[src/rtl/gsac_pkg.sv]
`default_nettype none

package gsac_pkg;

    localparam int CFG_IDX_W = 4;
    localparam int CFG_DATA_W = 32;

    // register indexes
    localparam logic [CFG_IDX_W-1:0] REG_GLYPH_MODE = 4'd0;
    localparam logic [CFG_IDX_W-1:0] REG_QUALITY = 4'd1;
    localparam logic [CFG_IDX_W-1:0] REG_EDGE_ARGB = 4'd2;
    localparam logic [CFG_IDX_W-1:0] REG_FILL_ARGB = 4'd3;

    // glyph modes
    localparam logic [1:0] MODE_SUPERSAMPLE = 2'd0;
    localparam logic [1:0] MODE_EDGE = 2'd1;
    localparam logic [1:0] MODE_FILL = 2'd2;
    localparam logic [1:0] MODE_OFF = 2'd3;

    // register reset values
    localparam logic [1:0] GLYPH_MODE_RST = MODE_FILL;
    localparam logic [3:0] QUALITY_RST = 4'd1;
    localparam logic [31:0] EDGE_ARGB_RST = 32'hff00_0000;
    localparam logic [31:0] FILL_ARGB_RST = 32'hffff_ffff;

    typedef struct packed {
        logic [7:0] bg_level;
        logic [7:0] edge_level;
        logic [7:0] fill_level;
    } gsac_in_t;

    typedef struct packed {
        logic [7:0] out_alpha;
        logic [7:0] out_red;
        logic [7:0] out_green;
        logic [7:0] out_blue;
    } gsac_out_t;

    typedef struct packed {
        logic acc_en;       // add the accepted sample into the open cell
        logic div_start;    // close the cell and load the dividers
        logic div_step;     // one restoring division step
        logic out_load;     // write the output register
        logic out_sel_div;  // compose from the quotients, not the input sample
    } gsac_cmd_t;

    typedef struct packed {
        logic [1:0] mode;
        logic       cell_done;
        logic       out_free;
    } gsac_stat_t;

endpackage

`default_nettype wire

[src/rtl/gsac_ctrl.sv]
`default_nettype none

module gsac_ctrl
    import gsac_pkg::*;
#(
    parameter int MAX_QUALITY = 8
) (
    input  wire logic       clk,
    input  wire logic       rst_n,
    input  wire logic       in_valid,
    output logic            in_ready,
    input  wire gsac_stat_t stat,
    output gsac_cmd_t       cmd
);

    localparam int SUM_W = $clog2(MAX_QUALITY * MAX_QUALITY * 255 + 1);
    localparam int STEP_W = $clog2(SUM_W);
    localparam logic [STEP_W-1:0] LAST_STEP = STEP_W'(SUM_W - 1);

    localparam logic [1:0] S_IDLE = 2'd0;
    localparam logic [1:0] S_DIV = 2'd1;
    localparam logic [1:0] S_DONE = 2'd2;

    logic [1:0] state_reg, state_next;
    logic [STEP_W-1:0] step_reg, step_next;

    always_comb
    begin
        state_next = state_reg;
        step_next = step_reg;
        in_ready = 1'b0;
        cmd = '0;
        case (state_reg)
            S_IDLE:
            begin
                if (stat.mode inside {MODE_EDGE, MODE_FILL})
                begin
                    in_ready = stat.out_free;
                    if (in_valid && in_ready)
                    begin
                        cmd.out_load = 1'b1;
                    end
                end
                else
                begin
                    in_ready = 1'b1;
                    if (in_valid && in_ready && stat.mode == MODE_SUPERSAMPLE)
                    begin
                        cmd.acc_en = 1'b1;
                        if (stat.cell_done)
                        begin
                            cmd.div_start = 1'b1;
                            step_next = '0;
                            state_next = S_DIV;
                        end
                    end
                end
            end
            S_DIV:
            begin
                cmd.div_step = 1'b1;
                step_next = step_reg + 1'b1;
                if (step_reg == LAST_STEP)
                begin
                    state_next = S_DONE;
                end
            end
            S_DONE:
            begin
                cmd.out_sel_div = 1'b1;
                if (stat.out_free)
                begin
                    cmd.out_load = 1'b1;
                    state_next = S_IDLE;
                end
            end
            default:
            begin
                state_next = S_IDLE;
            end
        endcase
    end

    always_ff @(posedge clk or negedge rst_n)
    begin
        if (!rst_n)
        begin
            state_reg <= S_IDLE;
            step_reg <= '0;
        end
        else
        begin
            state_reg <= state_next;
            step_reg <= step_next;
        end
    end

endmodule

`default_nettype wire

[src/rtl/gsac_datapath.sv]
`default_nettype none

module gsac_datapath
    import gsac_pkg::*;
#(
    parameter int MAX_QUALITY = 8
) (
    input  wire logic                  clk,
    input  wire logic                  rst_n,
    input  wire logic                  cfg_valid,
    output logic                       cfg_ready,
    input  wire logic [CFG_IDX_W-1:0]  cfg_index,
    input  wire logic [CFG_DATA_W-1:0] cfg_data,
    input  wire gsac_in_t              in_data,
    output logic                       out_valid,
    input  wire logic                  out_ready,
    output gsac_out_t                  out_data,
    input  wire gsac_cmd_t             cmd,
    output gsac_stat_t                 stat
);

    localparam int SUM_W = $clog2(MAX_QUALITY * MAX_QUALITY * 255 + 1);
    localparam int CNT_W = $clog2(MAX_QUALITY * MAX_QUALITY + 1);
    localparam int Q_W = $clog2(MAX_QUALITY + 1);

    logic [1:0]  mode_reg;
    logic [3:0]  quality_reg;
    logic [31:0] edge_argb_reg;
    logic [31:0] fill_argb_reg;

    logic [SUM_W-1:0] sum_reg [3];
    logic [SUM_W-1:0] quot_reg [3];
    logic [CNT_W-1:0] rem_reg [3];
    logic [CNT_W-1:0] cnt_reg;

    logic [SUM_W-1:0] sum_add [3];
    logic [SUM_W-1:0] quot_next [3];
    logic [CNT_W-1:0] rem_next [3];
    logic [7:0]       level [3];

    logic [Q_W-1:0]   q_eff;
    logic [CNT_W-1:0] q_ext;
    logic [CNT_W-1:0] q2;
    logic [CNT_W-1:0] cnt_plus;
    logic             cfg_xfer;
    logic             cell_clr;

    logic             out_valid_reg;
    gsac_out_t        out_data_reg;
    gsac_out_t        composed;
    logic [7:0]       c_bg, c_ed, c_fl;

    function automatic gsac_out_t compose(
        input logic [1:0]  mode,
        input logic [7:0]  bg,
        input logic [7:0]  ed,
        input logic [7:0]  fl,
        input logic [31:0] ec,
        input logic [31:0] fc
    );
        logic [31:0] word;
        logic [15:0] pe, pf, pa;
        logic [8:0]  s;
        begin
            word = '0;
            if (mode == MODE_FILL)
            begin
                pa = {8'd0, 8'hff - bg} * {8'd0, fc[31:24]};
                word = {pa[15:8], fc[23:0]};
            end
            else if (bg != 8'd0)
            begin
                pa = {8'd0, 8'hff - bg} * {8'd0, ec[31:24]};
                word = {pa[15:8], ec[23:0]};
            end
            else
            begin
                for (int k = 0; k < 4; k++)
                begin
                    pe = {8'd0, ec[8*k +: 8]} * {8'd0, ed};
                    pf = {8'd0, fc[8*k +: 8]} * {8'd0, fl};
                    s = {1'b0, pe[15:8]} + {1'b0, pf[15:8]};
                    word[8*k +: 8] = s[8] ? 8'hff : s[7:0];
                end
            end
            return gsac_out_t'(word);
        end
    endfunction

    // configuration registers
    assign cfg_ready = 1'b1;
    assign cfg_xfer = cfg_valid && cfg_ready;
    assign cell_clr = cfg_xfer && (cfg_index inside {REG_GLYPH_MODE, REG_QUALITY});

    always_ff @(posedge clk or negedge rst_n)
    begin
        if (!rst_n)
        begin
            mode_reg <= GLYPH_MODE_RST;
            quality_reg <= QUALITY_RST;
            edge_argb_reg <= EDGE_ARGB_RST;
            fill_argb_reg <= FILL_ARGB_RST;
        end
        else if (cfg_xfer)
        begin
            case (cfg_index)
                REG_GLYPH_MODE: mode_reg <= cfg_data[1:0];
                REG_QUALITY:    quality_reg <= cfg_data[3:0];
                REG_EDGE_ARGB:  edge_argb_reg <= cfg_data;
                REG_FILL_ARGB:  fill_argb_reg <= cfg_data;
                default:        ;
            endcase
        end
    end

    // clamp quality to 1..MAX_QUALITY
    always_comb
    begin
        if (quality_reg == 4'd0)
        begin
            q_eff = Q_W'(1);
        end
        else if (int'(quality_reg) > MAX_QUALITY)
        begin
            q_eff = Q_W'(MAX_QUALITY);
        end
        else
        begin
            q_eff = Q_W'(quality_reg);
        end
    end

    assign q_ext = CNT_W'(q_eff);
    assign q2 = q_ext * q_ext;
    assign cnt_plus = cnt_reg + 1'b1;

    assign level[0] = in_data.bg_level;
    assign level[1] = in_data.edge_level;
    assign level[2] = in_data.fill_level;

    // cell accumulators and one restoring divider per coverage
    always_comb
    begin
        logic [CNT_W:0] trial;
        for (int i = 0; i < 3; i++)
        begin
            sum_add[i] = sum_reg[i] + SUM_W'(level[i]);
            trial = {rem_reg[i], quot_reg[i][SUM_W-1]};
            if (trial >= {1'b0, q2})
            begin
                rem_next[i] = CNT_W'(trial - {1'b0, q2});
                quot_next[i] = {quot_reg[i][SUM_W-2:0], 1'b1};
            end
            else
            begin
                rem_next[i] = trial[CNT_W-1:0];
                quot_next[i] = {quot_reg[i][SUM_W-2:0], 1'b0};
            end
        end
    end

    always_ff @(posedge clk or negedge rst_n)
    begin
        if (!rst_n)
        begin
            cnt_reg <= '0;
            for (int i = 0; i < 3; i++)
            begin
                sum_reg[i] <= '0;
            end
        end
        else if (cell_clr || cmd.div_start)
        begin
            cnt_reg <= '0;
            for (int i = 0; i < 3; i++)
            begin
                sum_reg[i] <= '0;
            end
        end
        else if (cmd.acc_en)
        begin
            cnt_reg <= cnt_plus;
            for (int i = 0; i < 3; i++)
            begin
                sum_reg[i] <= sum_add[i];
            end
        end
    end

    always_ff @(posedge clk)
    begin
        for (int i = 0; i < 3; i++)
        begin
            if (cmd.div_start)
            begin
                quot_reg[i] <= sum_add[i];
                rem_reg[i] <= '0;
            end
            else if (cmd.div_step)
            begin
                quot_reg[i] <= quot_next[i];
                rem_reg[i] <= rem_next[i];
            end
        end
    end

    // composition source: quotients after a cell, else the sample itself
    assign c_bg = cmd.out_sel_div ? quot_reg[0][7:0] : in_data.bg_level;
    assign c_ed = cmd.out_sel_div ? quot_reg[1][7:0] : in_data.edge_level;
    assign c_fl = cmd.out_sel_div ? quot_reg[2][7:0] : in_data.fill_level;
    assign composed = compose(mode_reg, c_bg, c_ed, c_fl, edge_argb_reg, fill_argb_reg);

    // output register
    always_ff @(posedge clk or negedge rst_n)
    begin
        if (!rst_n)
        begin
            out_valid_reg <= 1'b0;
        end
        else if (cmd.out_load)
        begin
            out_valid_reg <= 1'b1;
        end
        else if (out_ready)
        begin
            out_valid_reg <= 1'b0;
        end
    end

    always_ff @(posedge clk)
    begin
        if (cmd.out_load)
        begin
            out_data_reg <= composed;
        end
    end

    assign out_valid = out_valid_reg;
    assign out_data = out_data_reg;

    assign stat.mode = mode_reg;
    assign stat.cell_done = (cnt_plus >= q2);
    assign stat.out_free = !out_valid_reg || out_ready;

endmodule

`default_nettype wire

[src/rtl/glyph_supersample_argb_composer.sv]
// Result: modes 1 and 2 load the output register on the sample transfer; mode 0, the
//   closing sample of a cell loads it after the 14-step restoring division.
// Throughput: modes 1 and 2 one sample per cycle unless the output stalls; mode 0
//   one sample per cycle inside a cell, busy from cell close to result load.
// Reset: asynchronous, active low; registers return to mode 2, quality 1, opaque
//   black edge, opaque white fill, cell accumulators and output valid cleared.
`default_nettype none

module glyph_supersample_argb_composer
    import gsac_pkg::*;
#(
    parameter int MAX_QUALITY = 8
) (
    input  wire logic                  clk,
    input  wire logic                  rst_n,
    input  wire logic                  cfg_valid,
    output logic                       cfg_ready,
    input  wire logic [CFG_IDX_W-1:0]  cfg_index,
    input  wire logic [CFG_DATA_W-1:0] cfg_data,
    input  wire logic                  in_valid,
    output logic                       in_ready,
    input  wire gsac_in_t              in_data,
    output logic                       out_valid,
    input  wire logic                  out_ready,
    output gsac_out_t                  out_data
);

    // Controller sequences sample transfers, the per-cell division loop and the
    // output register load; datapath holds registers, sums, dividers, composer.
    gsac_cmd_t  cmd;
    gsac_stat_t stat;

    gsac_ctrl #(
        .MAX_QUALITY(MAX_QUALITY)
    ) u_ctrl (
        .clk      (clk),
        .rst_n    (rst_n),
        .in_valid (in_valid),
        .in_ready (in_ready),
        .stat     (stat),
        .cmd      (cmd)
    );

    gsac_datapath #(
        .MAX_QUALITY(MAX_QUALITY)
    ) u_datapath (
        .clk       (clk),
        .rst_n     (rst_n),
        .cfg_valid (cfg_valid),
        .cfg_ready (cfg_ready),
        .cfg_index (cfg_index),
        .cfg_data  (cfg_data),
        .in_data   (in_data),
        .out_valid (out_valid),
        .out_ready (out_ready),
        .out_data  (out_data),
        .cmd       (cmd),
        .stat      (stat)
    );

`ifndef ASSERT_OFF
    // never overwrite a result that has not been transferred
    a_load_free: assert property (@(posedge clk) disable iff (!rst_n)
        cmd.out_load |-> stat.out_free)
        else $error("output register loaded while a result is pending");

    // a cell closes only in supersampled mode
    a_div_mode: assert property (@(posedge clk) disable iff (!rst_n)
        cmd.div_start |-> (stat.mode == MODE_SUPERSAMPLE))
        else $error("division started outside supersampled mode");

    // no sample transfer while the division loop runs
    a_div_busy: assert property (@(posedge clk) disable iff (!rst_n)
        cmd.div_step |-> !in_ready)
        else $error("input ready during division");

    // a closed cell starts the division loop on the next cycle
    a_div_follow: assert property (@(posedge clk) disable iff (!rst_n)
        cmd.div_start |=> cmd.div_step)
        else $error("division did not run after cell close");
`endif

endmodule

`default_nettype wire

[config.mk]
export PLATFORM = sky130hd
export DESIGN_NAME = glyph_supersample_argb_composer
export DESIGN_NICKNAME = d
export VERILOG_FILES = /design/src/rtl/gsac_pkg.sv /design/src/rtl/gsac_ctrl.sv /design/src/rtl/gsac_datapath.sv /design/src/rtl/glyph_supersample_argb_composer.sv
export SDC_FILE = /design/constraint.sdc
export NUM_CORES = 2
export LEC_CHECK = 0
export ABC_AREA = 1
export BUFFER_PORTS_ARGS = -buffer_cell sky130_fd_sc_hd__clkbuf_2
export CORE_UTILIZATION = 66
export CTS_BUF_LIST = sky130_fd_sc_hd__clkbuf_4 sky130_fd_sc_hd__clkbuf_8 sky130_fd_sc_hd__clkbuf_16
export DETAILED_ROUTE_END_ITERATION = 8
export PLACE_DENSITY = 0.86
export SLEW_MARGIN = 20
export SYNTH_ARGS = -nofsm -noshare
export SYNTH_HDL_FRONTEND = slang
export SYNTH_HIERARCHICAL = 1
export SYNTH_SLANG_ARGS = --single-unit
[constraint.sdc]
create_clock -name clk -period 9.2 [get_ports clk]
set_clock_uncertainty 0.15 [all_clocks]
set_input_delay 0.92 -clock clk [delete_from_list [all_inputs] [get_ports clk]]
set_output_delay 0.92 -clock clk [all_outputs]
set_load 0.02 [all_outputs]
==> flow_summary_export.csv <==
group,metric,value,unit
status,status,"completed",
routing,final_antenna_net_count,0,
placed_design,dp_hpwl,71.3,mm
routing,top_layer_used,"met5",
routing,met1_length,35.0,mm
logic_synthesis,synth_edf_count,95,
cts,root_buffer,"clkbuf_16",
pwr,total_power,13.4,mW
cts,insertion_delay,590,ps
setup_path,cp.arrival,7420,ps
routing,wl_met2,40.8,mm
final_layout,nNetsFinal,5208,
cts,post_cts_buffers,0,
routing,wl_per_cell,18.0,µm
die,die_area,0.0511,mm²
logic_synthesis,async_reset_ff_share,57.0,%
sta,setup_viol,0,
placed_design,gp_congestion,0.966,
routing,vias,29500,
cts,cts_buffers,26,
die,start_util,67.3,%
final_layout,stdcell_count,5051,
hold_path,hold_class,"input pin to async pin",
placed_design,dp_cells,5001,
setup_path,critPathSlowestCell,"fa_1",
logic_synthesis,synthCells,4320,
pwr,p_per_area,380,mW/mm²
setup_path,startpoint_type,"flip-flop",
logic_synthesis,yosys-top-cells-area,"fa_1 (22%), ha_1 (16%), nand2_1 (9.5%)",
job,cap_violations,0,
logic_synthesis,syn_avg_cell_area,7.67,µm²
sta,finalHoldViolCount,0,
global_routing,grt_overflow,0,
setup_path,required,9360,ps
sta,rsz0062_at_grt,"false",
logic_synthesis,ys_seq_elements,221,
logic_synthesis,synth_area,0.0332,mm²
sta,whs,176,ps
sta,fin_tns_setup,0,ps
sta,max-slew-margin-rel,33.9,%
cts,tritoncts,"done",
routing,dr_wl_met3,10.8,mm
logic_synthesis,synth_top_cell_by_area,"fa_1",
cts,h-tree-depth,1,
logic_synthesis,ys_top_cells_by_count,"nand2_1 (841), inv_1 (770), nor2_1 (600)",
final_layout,layout-drive-gt1-share,6.61,%
routing,route.detailed.drc,0,
cts,cts.clk_slew.worst_paths,70,ps
cts,post_cts_resized,0,
logic_synthesis,synth.yosys.warnings,6,
routing,drtIter0Drc,2834,
setup_path,crit_type,"flip-flop to flip-flop",
global_routing,grt_first_pass_wirelength,147,mm
pwr,leakagePower,18.8,nW
setup_path,max_stage_delay,550,ps
global_routing,grt_max_degree,66,
placed_design,io_buffer_count,98,
setup_path,crit_family,"adder cells",
cts,cts_hold_buf,0,
sta,fin_crit,7260,ps
logic_synthesis,yosysMostFrequentCell,"nand2_1",
logic_synthesis,yosysUniqueCellTypes,52,
setup_path,r2r_setup_slack,1940,ps
sta,period_share,78.9,%
die,die_w,226,µm
final_layout,utilization,71.3,%
final_layout,synthToLayoutAreaGrowth,6.00,%
logic_synthesis,yosysTopAreaCellShare,21.6,%
die,num_rows,81,
die,io_pins,100,
sta,slew_viol_final,0,
logic_synthesis,ys_dominant_reg_cell,"edfxtp_1",
setup_path,path_max_fanout,33,
routing,routed_wirelength,91.0,mm
logic_synthesis,yosysSeqAreaShare,18.3,%
sta,max_freq,138,MHz
die,die_y,226,µm
routing,drt_pass1_iterations,8,
setup_path,path_buf_inv,9,
die,core,0.0493,mm²
sta,worstMarginPinSlew,988,ps
cts,clock-sinks,221,
setup_path,cp-end-kind,"flip-flop",
cts,cts_buffer_depth,3,
global_routing,grt_pass1_vias,29200,
pwr,peakVddDrop,0.393,mV
global_routing,grt_usage,36.7,%
routing,viasPerCell,5.84,
global_routing,antenna_found_initial,4,
-- kinds of logic after synthesis --
group                      synth area share, %
and+or+nand+nor                           21.3
AOI/OAI and AO/OA                         9.60
buffers and inverters                     10.5
other                                   0.0227
xor gates and xnor gates                  2.83
adders and majority gates                 37.5
DFF                                       18.3
-- layout make-up --
type,count,area [µm²]
fill,3936,14100
antenna,3,7.51
clock inverter,16,148
multi-input combinational,3198,23700
timing repair buffer,129,729
inverter,789,2960
sequential,221,6060
clock buffer,31,731
tap,664,831
-- final timing paths --
kind                                              from                          end  cells past startpoint
max in group asynchronous                        rst_n  u_datapath/edge_argb_reg[6]                      2
worst min register to register  u_datapath/sum_reg[31]       u_datapath/sum_reg[31]                      2
worst max-delay path               u_ctrl/state_reg[1]       u_datapath/out_data[6]                     30
worst max register to register     u_ctrl/state_reg[1]       u_datapath/out_data[6]                     30
min in group clk                u_datapath/sum_reg[31]       u_datapath/sum_reg[31]                      2
worst min-delay path                             rst_n           u_ctrl/step_reg[0]                      1
-- power by group --
part           switching, mW  leakage (nW)  total [mW]  internal, mW
sequential             0.239          2.43        1.69          1.45
combinational           6.74          16.0        10.6          3.86
clock                  0.475         0.421        1.08         0.601
total                   7.45          18.8        13.4          5.91
-- placed cells by master (no fill, tap or decap), drive strengths merged, types with 4 or more instances in the layout --
cell	netlist	routed
nand2	845	845
inv	785	789
nor2	608	608
ha	420	420
fa	358	358
o21ai	274	274
a21oi	191	191
nand3	156	156
clkbuf	61	128
edfxtp	95	95
dfrtp	84	84
xor2	65	65
nor3	54	54
xnor2	42	42
dfstp	42	42
buf	52	32
nand4	28	28
a21o	23	23
or2	20	20
a211oi	16	16
nand3b	15	15
o21bai	15	15
o22ai	12	12
clkinv	4	11
a31oi	9	9
and2	7	7
a221oi	7	7
a22o	7	7
o211ai	5	5
clkinvlp	0	4
o31ai	4	4
-- metal layers --
metal | up-vias | global-route usage (%)
met3 | 289 | 10.4
li1 | 13700 | -
met1 | 13900 | 46.1
met2 | 1571 | 58.4
met4 | 2 | 17.5
met5 | - | 0
-- metrics by stage --
stage | cell area [µm²] | setup WS (ps)
after global placement | 34300 | 2100
after detailed placement | 34300 | 2040
final | 35100 | 1940
after global routing | 35100 | 1520
after CTS | 35100 | 2060
after floorplan | 33200 | 2570
No activity file was read; power rests on OpenSTA's default activity.
